$ cat src/hdl/lru_key_value_cache_assert.svh
// Assertion macros shared by the cache RTL.
`ifndef LRU_KEY_VALUE_CACHE_ASSERT_SVH
`define LRU_KEY_VALUE_CACHE_ASSERT_SVH

// Same-cycle implication, checked outside reset.
`define LKV_ASSERT_NOW(label, clk, rst_n, ante, cons) \
    label: assert property (@(posedge clk) disable iff (!rst_n) (ante) |-> (cons)) \
        else $error("lru cache assertion failed");

// Next-cycle implication, checked outside reset.
`define LKV_ASSERT_NEXT(label, clk, rst_n, ante, cons) \
    label: assert property (@(posedge clk) disable iff (!rst_n) (ante) |=> (cons)) \
        else $error("lru cache assertion failed");

`endif

$ cat src/hdl/lkv_pkg.sv
// Shared constants and control types for the LRU key/value cache.
package lkv_pkg;

    // Storage geometry
    localparam int ENTRIES    = 16;
    localparam int KEY_BITS   = 16;
    localparam int VALUE_BITS = 32;

    localparam int IDX_W = (ENTRIES > 1) ? $clog2(ENTRIES) : 1;
    localparam int CNT_W = $clog2(ENTRIES + 1);

    // Port field widths
    localparam int KEY_FIELD_W   = 16;
    localparam int VALUE_FIELD_W = 32;
    localparam int READ_FIELD_W  = 32;
    localparam int CAP_W         = 5;
    localparam int S_TDATA_W     = ((KEY_FIELD_W + VALUE_FIELD_W + 7) / 8) * 8;
    localparam int M_TDATA_W     = ((READ_FIELD_W + 7) / 8) * 8;

    localparam int CMP_W = (CAP_W > CNT_W) ? CAP_W : CNT_W;

    localparam logic [CAP_W-1:0] CAP_RESET = CAP_W'(16);

    // Request kinds
    localparam logic ACT_GET = 1'b0;
    localparam logic ACT_PUT = 1'b1;

    // Controller to datapath
    typedef struct packed {
        logic accept;   // latch the request beat
        logic lookup;   // compare keys, pick target, read value
        logic commit;   // update store, form result
        logic load;     // move result into output register
    } t_cmd;

    // Datapath to controller
    typedef struct packed {
        logic out_free; // output register can take a result this cycle
    } t_status;

endpackage

$ cat src/hdl/lru_key_value_cache.sv
// Top level of the fully associative LRU key/value cache.
// Usage:
//   Requests arrive on the s_axis channel, one beat per request: tuser[0] is
//   the action (0 get, 1 put), tdata carries the key and the put value.
//   Every request yields exactly one result beat on m_axis: tuser[0] is the
//   hit flag (key present before the request), tdata the stored value on a
//   get hit and zero otherwise.
//   The capacity register (entries held before eviction) is written through
//   the cfg channel, which is always ready; write it only while idle.
// Timing:
//   A result enters the output register after its request beat is accepted,
//   through tag compare with value RAM read, store update and result load.
//   s_axis_tready is high only while the controller is idle, so a new
//   request is not taken until the previous one has been loaded as a result,
//   as set by the controller's sequence and the registered value RAM read.
// Reset:
//   All entries invalid, occupancy zero, capacity 16, no result pending.
// Stalls:
//   A result waits in the output register while m_axis_tready is low; the
//   next request is still accepted and processed up to its result load.
module lru_key_value_cache (
    input  logic                            i_clk,
    input  logic                            i_rst_n,
    // request: tdata = {value[31:0], key[15:0]} from bit 0 up; tuser = {action}
    input  logic                            s_axis_tvalid,
    output logic                            s_axis_tready,
    input  logic [lkv_pkg::S_TDATA_W-1:0]   s_axis_tdata,
    input  logic [0:0]                      s_axis_tuser,
    // result: tdata = {read_value[31:0]}; tuser = {hit}
    output logic                            m_axis_tvalid,
    input  logic                            m_axis_tready,
    output logic [lkv_pkg::M_TDATA_W-1:0]   m_axis_tdata,
    output logic [0:0]                      m_axis_tuser,
    // capacity register write
    input  logic                            i_cfg_valid,
    output logic                            o_cfg_ready,
    input  logic [lkv_pkg::CAP_W-1:0]       i_cfg_data
);

    localparam int KF = lkv_pkg::KEY_FIELD_W;
    localparam int VF = lkv_pkg::VALUE_FIELD_W;
    localparam int RF = lkv_pkg::READ_FIELD_W;

    lkv_pkg::t_cmd    cmd;
    lkv_pkg::t_status status;
    logic             out_hit;
    logic [RF-1:0]    out_value;
    logic [lkv_pkg::M_TDATA_W+RF-1:0] out_ext;

    assign o_cfg_ready = 1'b1;

    lkv_ctrl u_ctrl (
        .i_clk      (i_clk),
        .i_rst_n    (i_rst_n),
        .i_in_valid (s_axis_tvalid),
        .o_in_ready (s_axis_tready),
        .i_status   (status),
        .o_cmd      (cmd)
    );

    lkv_datapath u_datapath (
        .i_clk       (i_clk),
        .i_rst_n     (i_rst_n),
        .i_cmd       (cmd),
        .o_status    (status),
        .i_action    (s_axis_tuser[0]),
        .i_key       (s_axis_tdata[KF-1:0]),
        .i_value     (s_axis_tdata[KF+VF-1:KF]),
        .i_cfg_we    (i_cfg_valid),
        .i_cfg_data  (i_cfg_data),
        .o_out_valid (m_axis_tvalid),
        .i_out_ready (m_axis_tready),
        .o_out_hit   (out_hit),
        .o_out_value (out_value)
    );

    // Output packing, zero filled to whole bytes
    assign out_ext         = {{lkv_pkg::M_TDATA_W{1'b0}}, out_value};
    assign m_axis_tdata    = out_ext[lkv_pkg::M_TDATA_W-1:0];
    assign m_axis_tuser[0] = out_hit;

`include "lru_key_value_cache_assert.svh"

    // one request in flight: no new beat right after one is taken
    `LKV_ASSERT_NEXT(a_single_item, i_clk, i_rst_n, s_axis_tvalid && s_axis_tready, !s_axis_tready)
    // a result is never loaded over one still waiting downstream
    `LKV_ASSERT_NOW(a_no_overwrite, i_clk, i_rst_n, cmd.load, status.out_free)
    // controller issues at most one step per cycle
    `LKV_ASSERT_NOW(a_one_step, i_clk, i_rst_n, 1'b1, $onehot0(cmd))
    // a loaded result shows on the output in the next cycle
    `LKV_ASSERT_NEXT(a_load_shows, i_clk, i_rst_n, cmd.load, m_axis_tvalid)

endmodule

$ cat src/hdl/lkv_ram.sv
// Generic single-write, single-read RAM with registered read data.
module lkv_ram #(
    parameter int WIDTH = 32,
    parameter int DEPTH = 16
) (
    input  logic                                         i_clk,
    input  logic                                         i_we,
    input  logic [((DEPTH > 1) ? $clog2(DEPTH) : 1)-1:0] i_waddr,
    input  logic [WIDTH-1:0]                             i_wdata,
    input  logic                                         i_re,
    input  logic [((DEPTH > 1) ? $clog2(DEPTH) : 1)-1:0] i_raddr,
    output logic [WIDTH-1:0]                             o_rdata
);

    logic [WIDTH-1:0] r_mem [DEPTH];
    logic [WIDTH-1:0] r_rdata;

    always_ff @(posedge i_clk) begin
        if (i_we) begin
            r_mem[i_waddr] <= i_wdata;
        end
        if (i_re) begin
            r_rdata <= r_mem[i_raddr];
        end
    end

    assign o_rdata = r_rdata;

endmodule

$ cat src/hdl/lkv_datapath.sv
// Datapath: key tags, recency ranks, value RAM, capacity register, output register.
module lkv_datapath (
    input  logic                               i_clk,
    input  logic                               i_rst_n,
    input  lkv_pkg::t_cmd                      i_cmd,
    output lkv_pkg::t_status                   o_status,
    // request fields
    input  logic                               i_action,
    input  logic [lkv_pkg::KEY_FIELD_W-1:0]    i_key,
    input  logic [lkv_pkg::VALUE_FIELD_W-1:0]  i_value,
    // capacity register write
    input  logic                               i_cfg_we,
    input  logic [lkv_pkg::CAP_W-1:0]          i_cfg_data,
    // result
    output logic                               o_out_valid,
    input  logic                               i_out_ready,
    output logic                               o_out_hit,
    output logic [lkv_pkg::READ_FIELD_W-1:0]   o_out_value
);

    localparam int N   = lkv_pkg::ENTRIES;
    localparam int IW  = lkv_pkg::IDX_W;
    localparam int CW  = lkv_pkg::CNT_W;
    localparam int KB  = lkv_pkg::KEY_BITS;
    localparam int VB  = lkv_pkg::VALUE_BITS;
    localparam int KF  = lkv_pkg::KEY_FIELD_W;
    localparam int VF  = lkv_pkg::VALUE_FIELD_W;
    localparam int RF  = lkv_pkg::READ_FIELD_W;
    localparam int MW  = lkv_pkg::CMP_W;

    typedef enum logic [1:0] {
        M_NONE,     // get miss: store untouched
        M_PROMOTE,  // hit or eviction: target moves to most recent
        M_INSERT    // fill a free slot: all valid entries age
    } t_mode;

    // Entry state
    logic [N-1:0]       r_valid;
    logic [KB-1:0]      r_key   [N];
    logic [IW-1:0]      r_rank  [N];
    logic [CW-1:0]      r_occ;
    logic [lkv_pkg::CAP_W-1:0] r_cap;

    // Request latch
    logic               r_in_act;
    logic [KB-1:0]      r_in_key;
    logic [VB-1:0]      r_in_val;

    // Lookup results
    logic               r_hit;
    logic [IW-1:0]      r_tgt;
    t_mode              r_mode;
    logic               r_wr_key;

    // Result and output register
    logic               r_res_hit;
    logic [RF-1:0]      r_res_val;
    logic               r_out_valid;
    logic               r_out_hit;
    logic [RF-1:0]      r_out_val;

    // Width adaption of request fields and read data
    logic [KF+KB-1:0]   key_ext;
    logic [VF+VB-1:0]   val_ext;
    logic [RF+VB-1:0]   rd_ext;
    logic [VB-1:0]      ram_rdata;
    logic               ram_we;

    // Lookup combinational
    logic [N-1:0]       match;
    logic               hit_any;
    logic [IW-1:0]      hit_idx;
    logic [IW-1:0]      free_idx;
    logic [IW-1:0]      victim_idx;
    logic [CW-1:0]      occ_m1;
    logic [MW-1:0]      cap_x;
    logic [MW-1:0]      cap_eff;
    logic               evict;

    assign key_ext = {{KB{1'b0}}, i_key};
    assign val_ext = {{VB{1'b0}}, i_value};
    assign rd_ext  = {{RF{1'b0}}, ram_rdata};

    // Capacity clamp and search over the tags
    always_comb begin
        cap_x = MW'(r_cap);
        if (cap_x == '0) begin
            cap_eff = MW'(1);
        end else if (cap_x > MW'(N)) begin
            cap_eff = MW'(N);
        end else begin
            cap_eff = cap_x;
        end
        evict  = (MW'(r_occ) >= cap_eff);
        occ_m1 = r_occ - CW'(1);

        hit_idx    = '0;
        free_idx   = '0;
        victim_idx = '0;
        for (int i = N - 1; i >= 0; i--) begin
            match[i] = r_valid[i] && (r_key[i] == r_in_key);
            if (match[i]) begin
                hit_idx = IW'(i);
            end
            if (!r_valid[i]) begin
                free_idx = IW'(i);
            end
            // ranks of valid entries form 0..occ-1, so the oldest is unique
            if (r_valid[i] && (r_rank[i] == occ_m1[IW-1:0])) begin
                victim_idx = IW'(i);
            end
        end
        hit_any = |match;
    end

    // Capacity register
    always_ff @(posedge i_clk) begin
        if (!i_rst_n) begin
            r_cap <= lkv_pkg::CAP_RESET;
        end else if (i_cfg_we) begin
            r_cap <= i_cfg_data;
        end
    end

    // Request latch
    always_ff @(posedge i_clk) begin
        if (i_cmd.accept) begin
            r_in_act <= i_action;
            r_in_key <= key_ext[KB-1:0];
            r_in_val <= val_ext[VB-1:0];
        end
    end

    // Lookup stage registers
    always_ff @(posedge i_clk) begin
        if (i_cmd.lookup) begin
            r_hit <= hit_any;
            if (hit_any) begin
                r_tgt    <= hit_idx;
                r_mode   <= M_PROMOTE;
                r_wr_key <= 1'b0;
            end else if (r_in_act == lkv_pkg::ACT_GET) begin
                r_tgt    <= hit_idx;
                r_mode   <= M_NONE;
                r_wr_key <= 1'b0;
            end else if (evict) begin
                r_tgt    <= victim_idx;
                r_mode   <= M_PROMOTE;
                r_wr_key <= 1'b1;
            end else begin
                r_tgt    <= free_idx;
                r_mode   <= M_INSERT;
                r_wr_key <= 1'b1;
            end
        end
    end

    // Store update: valid bits, ranks, occupancy
    always_ff @(posedge i_clk) begin
        if (!i_rst_n) begin
            r_valid <= '0;
            r_occ   <= '0;
            for (int i = 0; i < N; i++) begin
                r_rank[i] <= '0;
            end
        end else if (i_cmd.commit && (r_mode != M_NONE)) begin
            for (int i = 0; i < N; i++) begin
                if (IW'(i) == r_tgt) begin
                    r_rank[i] <= '0;
                end else if (r_valid[i] &&
                             ((r_mode == M_INSERT) || (r_rank[i] < r_rank[r_tgt]))) begin
                    r_rank[i] <= r_rank[i] + IW'(1);
                end
            end
            if (r_mode == M_INSERT) begin
                r_valid[r_tgt] <= 1'b1;
                r_occ          <= r_occ + CW'(1);
            end
        end
    end

    // Key tags need no reset: read only where valid
    always_ff @(posedge i_clk) begin
        if (i_cmd.commit && r_wr_key) begin
            r_key[r_tgt] <= r_in_key;
        end
    end

    // Value store
    assign ram_we = i_cmd.commit && (r_mode != M_NONE) && (r_in_act == lkv_pkg::ACT_PUT);

    lkv_ram #(
        .WIDTH (VB),
        .DEPTH (N)
    ) u_value_ram (
        .i_clk   (i_clk),
        .i_we    (ram_we),
        .i_waddr (r_tgt),
        .i_wdata (r_in_val),
        .i_re    (i_cmd.lookup),
        .i_raddr (hit_idx),
        .o_rdata (ram_rdata)
    );

    // Result: value only on a get hit
    always_ff @(posedge i_clk) begin
        if (i_cmd.commit) begin
            r_res_hit <= r_hit;
            r_res_val <= (r_hit && (r_in_act == lkv_pkg::ACT_GET)) ? rd_ext[RF-1:0] : '0;
        end
    end

    // Output register
    always_ff @(posedge i_clk) begin
        if (!i_rst_n) begin
            r_out_valid <= 1'b0;
        end else if (i_cmd.load) begin
            r_out_valid <= 1'b1;
        end else if (i_out_ready) begin
            r_out_valid <= 1'b0;
        end
    end

    always_ff @(posedge i_clk) begin
        if (i_cmd.load) begin
            r_out_hit <= r_res_hit;
            r_out_val <= r_res_val;
        end
    end

    assign o_status.out_free = !r_out_valid || i_out_ready;
    assign o_out_valid       = r_out_valid;
    assign o_out_hit         = r_out_hit;
    assign o_out_value       = r_out_val;

endmodule

$ cat src/hdl/lkv_ctrl.sv
// Controller: sequences accept, lookup, commit and result load for one request.
module lkv_ctrl (
    input  logic              i_clk,
    input  logic              i_rst_n,
    input  logic              i_in_valid,
    output logic              o_in_ready,
    input  lkv_pkg::t_status  i_status,
    output lkv_pkg::t_cmd     o_cmd
);

    typedef enum logic [1:0] {
        ST_IDLE,
        ST_LOOK,
        ST_COMMIT,
        ST_DONE
    } t_state;

    t_state r_state;
    t_state n_state;

    // Commands follow the state
    always_comb begin
        o_cmd        = '0;
        o_in_ready   = 1'b0;
        n_state      = r_state;
        case (r_state)
            ST_IDLE: begin
                o_in_ready   = 1'b1;
                o_cmd.accept = i_in_valid;
                if (i_in_valid) begin
                    n_state = ST_LOOK;
                end
            end
            ST_LOOK: begin
                o_cmd.lookup = 1'b1;
                n_state      = ST_COMMIT;
            end
            ST_COMMIT: begin
                o_cmd.commit = 1'b1;
                n_state      = ST_DONE;
            end
            ST_DONE: begin
                // wait here while the previous result is still held downstream
                if (i_status.out_free) begin
                    o_cmd.load = 1'b1;
                    n_state    = ST_IDLE;
                end
            end
            default: begin
                n_state = ST_IDLE;
            end
        endcase
    end

    always_ff @(posedge i_clk) begin
        if (!i_rst_n) begin
            r_state <= ST_IDLE;
        end else begin
            r_state <= n_state;
        end
    end

endmodule
$ cat config.mk
export PLATFORM = sky130hd
export DESIGN_NAME = lru_key_value_cache
export DESIGN_NICKNAME = d
export VERILOG_FILES = /design/src/hdl/lkv_pkg.sv /design/src/hdl/lru_key_value_cache.sv /design/src/hdl/lkv_ram.sv /design/src/hdl/lkv_datapath.sv /design/src/hdl/lkv_ctrl.sv
export VERILOG_INCLUDE_DIRS = /design/src /design/src/hdl
export SDC_FILE = /design/constraint.sdc
export NUM_CORES = 2
export LEC_CHECK = 0
export BUFFER_PORTS_ARGS = -buffer_cell sky130_fd_sc_hd__buf_2
export CAP_MARGIN = 20
export CORE_MARGIN = 2
export CORE_UTILIZATION = 57
export DETAILED_ROUTE_END_ITERATION = 16
export PLACE_DENSITY = 0.76
export SLEW_MARGIN = 20
export SYNTH_ARGS = -nofsm -noshare
export SYNTH_HDL_FRONTEND = slang
export SYNTH_SLANG_ARGS = --single-unit
$ cat constraint.sdc
create_clock -name i_clk -period 4 [get_ports i_clk]
set_clock_uncertainty 0.2 [all_clocks]
set_input_delay 0.6 -clock i_clk [delete_from_list [all_inputs] [get_ports i_clk]]
set_output_delay 0.6 -clock i_clk [all_outputs]
set_load 0.01 [all_outputs]
=== Yosys cells after proc, flatten, opt, wreduce, memory -nomap -nowiden ===
Memory sizes are Yosys's and may differ from the RTL's. A register that Yosys moved wholly into a read port is not among the register bits.
Index checks and enable logic that the tools add are counted.

* Latch bits: 0
* Memories kept: 3
* Register bits after elaboration: 152
* Word-level logic and storage cells: 476
* Output and inout port bits: 36
* Input bits: 59
* Bits in read-only memories: 0
* Memory bits (writable): 832

{| class="wikitable"
|+ Memories
! memory !! words !! width !! read ports !! clocked after memory_dff !! write ports !! RTL line !! text
|-
| u_datapath.u_value_ram.r_mem || 16 || 32 || 1 || 1 || 1 || lkv_ram.sv:15 || <nowiki>logic [WIDTH-1:0] r_mem [DEPTH];</nowiki>
|-
| u_datapath.r_key || 16 || 16 || 16 || 0 || 1 || lkv_datapath.sv:39 || <nowiki>logic [KB-1:0] r_key [N];</nowiki>
|-
| u_datapath.r_rank || 16 || 4 || 17 || 1 || 16 || lkv_datapath.sv:40 || <nowiki>logic [IW-1:0] r_rank [N];</nowiki>
|}

* Magnitude comparators: 20
* Bitwise gates (word level): 34
* Shift-type cells: 0
* Reduce and logical (&&, ||, !) cells: 80
* $add $sub $neg: 18
* Divide/modulo/power cells: 0
* Multipliers: 0
* Eq/ne operators: 53
* Mux-type cells: 251

{| class="wikitable"
|+ Operators with widths
! kind !! number
|-
| $mux W4 || 84
|-
| $eq A16 B16 Y1 || 16
|-
| $mux W1 || 160
|-
| $add A4 B1 Y4 const B || 16
|-
| $eq A4 B4 Y1 || 16
|-
| $lt A4 B4 Y1 || 16
|-
| $logic_and A1 B1 Y1 || 53
|-
| $eq A4 B4 Y1 const A || 8
|-
| $or A1 B1 Y1 || 32
|-
| $logic_or A1 B1 Y1 || 17
|-
| $reduce_or A17 Y1 || 1
|-
| $eq A3 B4 Y1 const A || 4
|-
| $or A16 B16 Y16 || 1
|-
| $reduce_or A16 Y1 || 1
|-
| $mux W5 || 2
|-
| $eq A2 B4 Y1 const A || 2
|-
| $pmux W2 S4 || 1
|-
| $eq A2 B2 Y1 const B || 3
|-
| $mux W2 || 3
|-
| $add A5 B1 Y5 const B || 1
|-
| $ge A5 B5 Y1 || 1
|-
| $gt A5 B5 Y1 const B || 1
|-
| $logic_not A5 Y1 || 1
|-
| $lt A4 B5 Y1 const B || 1
|-
| 12 further kinds || 15
|}

=== Longest topological paths before layout ===
* Depth after elaboration: 23
* Mapped depth: 16
* Depth with buffers taken out: 14

=== By module ===
Synthesis repeated with hierarchy kept, for this count alone.

* Cell total of the unflattened synthesis: 2575
* Area total of the unflattened synthesis: 43404.1 um2

{| class="wikitable"
|+ Modules (own cells, without submodules)
! module !! instances !! cells each !! sequential area each (um2) !! area each (um2)
|-
| lkv_datapath || 1 || 1717 || 13923.4 || 23065.9
|-
| lkv_ram || 1 || 838 || 16335.7 || 20155.6
|-
| lkv_ctrl || 1 || 18 || 40.0 || 171.4
|-
| lru_key_value_cache || 1 || 2 || 0.0 || 11.3
|}

=== Worst setup path before layout ===
No wires, ideal clock.

* Path type: flip-flop to flip-flop
* Start point: register with a tool-made name
* End point: memory u_datapath.r_rank[3][0] in the netlist's numbering, enable pin
* Required time: 3.455 ns
* Path buffers: 2
* Stages on the path, launching flop included: 13
* Clock period less this slack: 4.245 ns
* Data arrival time: 3.700 ns
* Path slack: -0.245 ns
* Library setup time: 0.345 ns
* Cells stage by stage: dfxtp_1 > clkbuf_1 > buf_1 > mux4_2 > mux4_2 > inv_1 > ha_1 > o21a_1 > o21ai_0 > nand2b_1 > a21oi_1 > o2111ai_1 > o211ai_1

{| class="wikitable"
|+ RTL lines
! what !! RTL line
|-
| end: declaration || lkv_datapath.sv:40
|}

=== Worst setup path in the final report ===
* Start point: register u_datapath.r_in_key[11]
* End point: register u_datapath.u_value_ram.r_rdata[16] (netlist: u_datapath.u_value_ram.o_rdata[16]), read port of u_datapath.u_value_ram.r_mem (data pin)

* Word-level cells in the longest chain between the ends: 18
* Elaborated cells between the ends (all ways): 48
* Those cells by class: 16 x eq/ne; 16 x mux; 16 x reduce/logical

{| class="wikitable"
|+ Ends and longest elaborated chain
! what !! RTL line !! text
|-
| start: declaration || lkv_datapath.sv:46 || <nowiki>logic [KB-1:0] r_in_key;</nowiki>
|-
| start signal: assignment || lkv_datapath.sv:129 || <nowiki>r_in_key <= key_ext[KB-1:0];</nowiki>
|-
| $eq A16 B16 Y1 || lkv_datapath.sv:101 || <nowiki>match[i] = r_valid[i] && (r_key[i] == r_in_key);</nowiki>
|-
| $logic_and A1 B1 Y1 || lkv_datapath.sv:101 ||
|-
| $mux W4 (15 in a row) || lkv_datapath.sv:102 || <nowiki>if (match[i]) begin</nowiki>
|-
| $mux W4 (*) || lkv_datapath.sv:102 ||
|-
| end: declaration || lkv_ram.sv:16 || <nowiki>logic [WIDTH-1:0] r_rdata;</nowiki>
|}

Mark *: on every way between the ends. The rest lies on a longest branch, timed or not.
A chain may end at the register's enable or synchronous reset.

==> flow_summary.yaml <==
synth:
  synthTopCellsByCount: "edfxtp_1 (987), nand3_1 (271), xnor2_1 (194), a21oi_1 (185), o21ai_0 (178)"
  yosys.area.top_type_share_pct: 66.38
  syn_area_um2: 44650
  synth_top_cells_by_area: "edfxtp_1 (66%), xnor2_1 (3.8%), xor2_1 (3.2%)"
  synth-edff-count: 987
  avgSynthCellArea_um2: 14.09
  yosysSeqAreaShare_pct: 67.86
  synth_cell_types: 70
  synth-warning-count: 0
  ys_async_sr_fraction_pct: 0
  syn_inst: 3169
  yosysMostFrequentCell: "edfxtp_1"
  ys_dominant_reg_cell: "edfxtp_1"
  synth-seq-cells: 1020
  syn_nets: 3303
  yosys.area.top_type: "edfxtp_1"
timing:
  finalCritPeriodShare_pct: 106.2
  setup_viol: 32
  worst_slew_pin_slew_ns: 1.011
  drv_slew: 0
  fmax_mhz: 235.5
  slew_headroom_pct: 32.59
  hold_viol: 0
  setup_ws_ns: -0.2469
  rsz0062_at_grt: "true"
  period_minus_slack_ns: 4.247
min_path:
  worstHoldStart: "i_cfg_data[2]"
  whs_endpoint: "u_datapath.cap_x[2]"
  whs_path_depth: 3
  hold_path.class: "primary input to register"
pwr:
  p_comb_share_pct: 17.8
  power_density_nw_per_um2: 524.8
  seq_power_share_pct: 48.0
  p_int_mw: 20.48
  total_leakage_power_nw: 18.11
  p_sw_mw: 7.778
  vdd_drop_max_mv: 0.2986
  sw_frac_of_total_pct: 27.52
  clock_power_share_pct: 34.2
critical_path:
  rr_worst_depth: 14
  reg2reg_to: "u_datapath.u_value_ram.o_rdata[16]"
  path_class: "register to register"
  worstPathArrival_ns: 4.45
  regToRegSetupSlack_ns: -0.25
  r2r-start: "u_datapath.r_in_key[11]"
  cp-start-kind: "register"
  cp-end-kind: "register"
  cp.required_ns: 4.20
  path_max_fanout: 5
routing:
  dr.pass1.iters: 6
  drtAntennaViolNets: 0
  route.detailed.drc: 0
  wirelength_mm: 123.9
  drtIter0Drc: 4378
  wl_per_cell_um: 26.55
  vias: 30000
  vias_per_cell: 6.429
clocking:
  clock_latency_ns: 0.68
  cts_inserted_buffers: 101
  cts_tree: "built"
  clkTransAtPathRegs_ns: 0.06
  cts_root_buffer: "clkbuf_16"
  clockBufferDepth: 3
  clkSinkCount: 1020
  htreeDepth: 3
floorplanning:
  die_area_um2: 80590
  initial_utilization_pct: 57.64
  core_um2: 77470
  die_y_um: 283.9
  io_pins: 95
  die_w_um: 283.9
  num_rows: 102
global_route:
  busiest_layer: "met2"
  grt_pass1_vias: 29870
  gr-usage-all-layers_pct: 29.32
  grt_pass1_wl_mm: 179.7
  grt_use_met2_pct: 46.31
  grt_max_degree: 159
  grt_overflow: 0
  grt_util_met3_pct: 6.053
  antenna_found_initial: 2
  gr-usage-met1_pct: 40.45
layout:
  finish.utilization_pct: 69.52
  areaGrowthSynthToFinish_pct: 20.61
  instances_no_fill: 4666
  drive_gt1_share_pct: 22.20
  layout.nets: 3677
  n_antenna_cell: 0
run_status:
  status: "finished, violations left"
  violations: "negative setup slack"
place:
  place_inst: 4379
  port_buffers: 93
  dpl.hpwl_mm: 70.75
  place.gp.congestion: 0.9034
  dp_slack_ns: -0.4115
run:
  maxCapViolations: 0
-- sequential cells by signal (all words and copies together) (netlist names), named ones only --
register / count
u_datapath.r_res_hit: 1
u_datapath.r_in_val: 32
u_datapath.r_tgt: 4
u_datapath.r_mode: 2
u_datapath.u_value_ram.r_mem: 512
u_datapath.r_res_val: 32
u_datapath.o_out_value: 32
u_datapath.o_out_hit: 1
u_datapath.r_rank: 64
u_datapath.o_out_valid: 1
u_datapath.r_wr_key: 1
u_datapath.u_value_ram.o_rdata: 32
u_datapath.r_key: 256
u_datapath.r_valid: 16
u_datapath.r_in_key: 16
u_datapath.r_hit: 1
u_datapath.r_occ: 5
u_ctrl.r_state: 2
u_datapath.r_in_act: 1
u_datapath.cap_x: 5
-- how the worst max path moves through the flow --
stage | startpoint | end | cells past startpoint
global route | u_datapath.r_in_key[10] | u_datapath.u_value_ram.o_rdata[0] | 14
finish | u_datapath.r_in_key[11] | u_datapath.u_value_ram.o_rdata[16] | 14
floorplan | u_ctrl.r_state[0] | u_datapath.u_value_ram.r_mem[15][0] | 6
global placement | u_datapath.r_in_key[8] | u_datapath.u_value_ram.o_rdata[2] | 14
CTS | u_datapath.r_in_key[13] | u_datapath.u_value_ram.o_rdata[7] | 13
detailed placement | u_datapath.r_in_key[14] | u_datapath.u_value_ram.o_rdata[12] | 13
-- stage by stage --
stage	power [mW]	cell area, µm²	hold slack [ns]	TNS (ns)
finish	28.26	53850	0.03395	-4.422
global route	29.18	53850	0.03854	-7.503
CTS	28.12	53010	0.005377	-3.327
detailed placement	18.49	48320	0.2045	-9.308
global placement	18.26	48320	0.2010	-6.238
floorplan	16.36	44730	0.2003	-19.52
-- worst max-delay path, cell delays in order (launching register included) --
cell       delay (ns)
edfxtp_1         0.45
buf_4            0.18
xor2_1           0.16
or4b_1           0.48
or4_4            0.52
a211oi_4         0.28
a311oi_4         0.11
buf_6            0.19
o311a_4          0.42
buf_4            0.17
buf_4            0.15
nand3_1          0.12
a21oi_2          0.11
a2111oi_4        0.33
nand2_1          0.12
-- area by class of cell --
class	instances	area, µm²
Sequential cell	1020	30300
Multi-Input combinational cell	1933	14600
Inverter	32	123.9
Tap cell	1040	1301
Clock inverter	61	685.7
Timing Repair Buffer	455	4139
Clock buffer	125	2699
Fill cell	4894	23620
-- layout by cell type, fill, tap and decap left out, drive strengths merged, types with 52 or more instances in the layout --
cell type	instances
edfxtp	987
buf	395
nand3	271
xnor2	194
a21oi	185
o21ai	185
nor2	177
xor2	163
clkbuf	132
nand2	118
ha	75
mux2i	72
dlygate4sd3	53
nand4	52
-- power by group through the flow --
stage          combinational [mW]  sequential (mW)  clock, mW
2_1_floorplan                2.76             13.6          0
3_3_place_gp                 4.57             13.7          0
3_5_place_dp                 4.75             13.7          0
4_1_cts                      4.89             13.5       9.71
5_1_grt                      5.41             13.6       10.1
6_report                     5.04             13.6       9.66
-- per-layer routing --
| layer | wire length (µm) | vias to the layer above |
|---|---|---|
| met1 | 46840 | 14730 |
| li1 | - | 12790 |
| met4 | 4531 | 0 |
| met5 | 0 | - |
| met3 | 14810 | 346 |
| met2 | 57720 | 2133 |
-- cells by family (layout without fill, tap and decap cells) --
logic type	after synthesis	count (layout)	share of synthesized area [%]
xor+xnor	361	361	7.205
other cells	1	1	0.008399
flops	1020	1020	67.86
simple gates	828	828	9.550
compound gates	538	540	7.532
mux	128	128	3.724
buf+inv	218	673	2.020
fa+ha+maj	75	75	2.102
-- repair_timing --
| item | in CTS | in global routing |
|---|---|---|
| pin swaps | 16 | 38 |
| hold buffers | 53 | 0 |
| endpoints found under the hold margin | 53 | 0 |
| setup endpoints to repair | 33 | 65 |
| setup buffers | 23 | 15 |
| cloned | 6 | 9 |
| resized for setup | 72 | 174 |
Note: power is estimated with default switching activity, not from simulation.
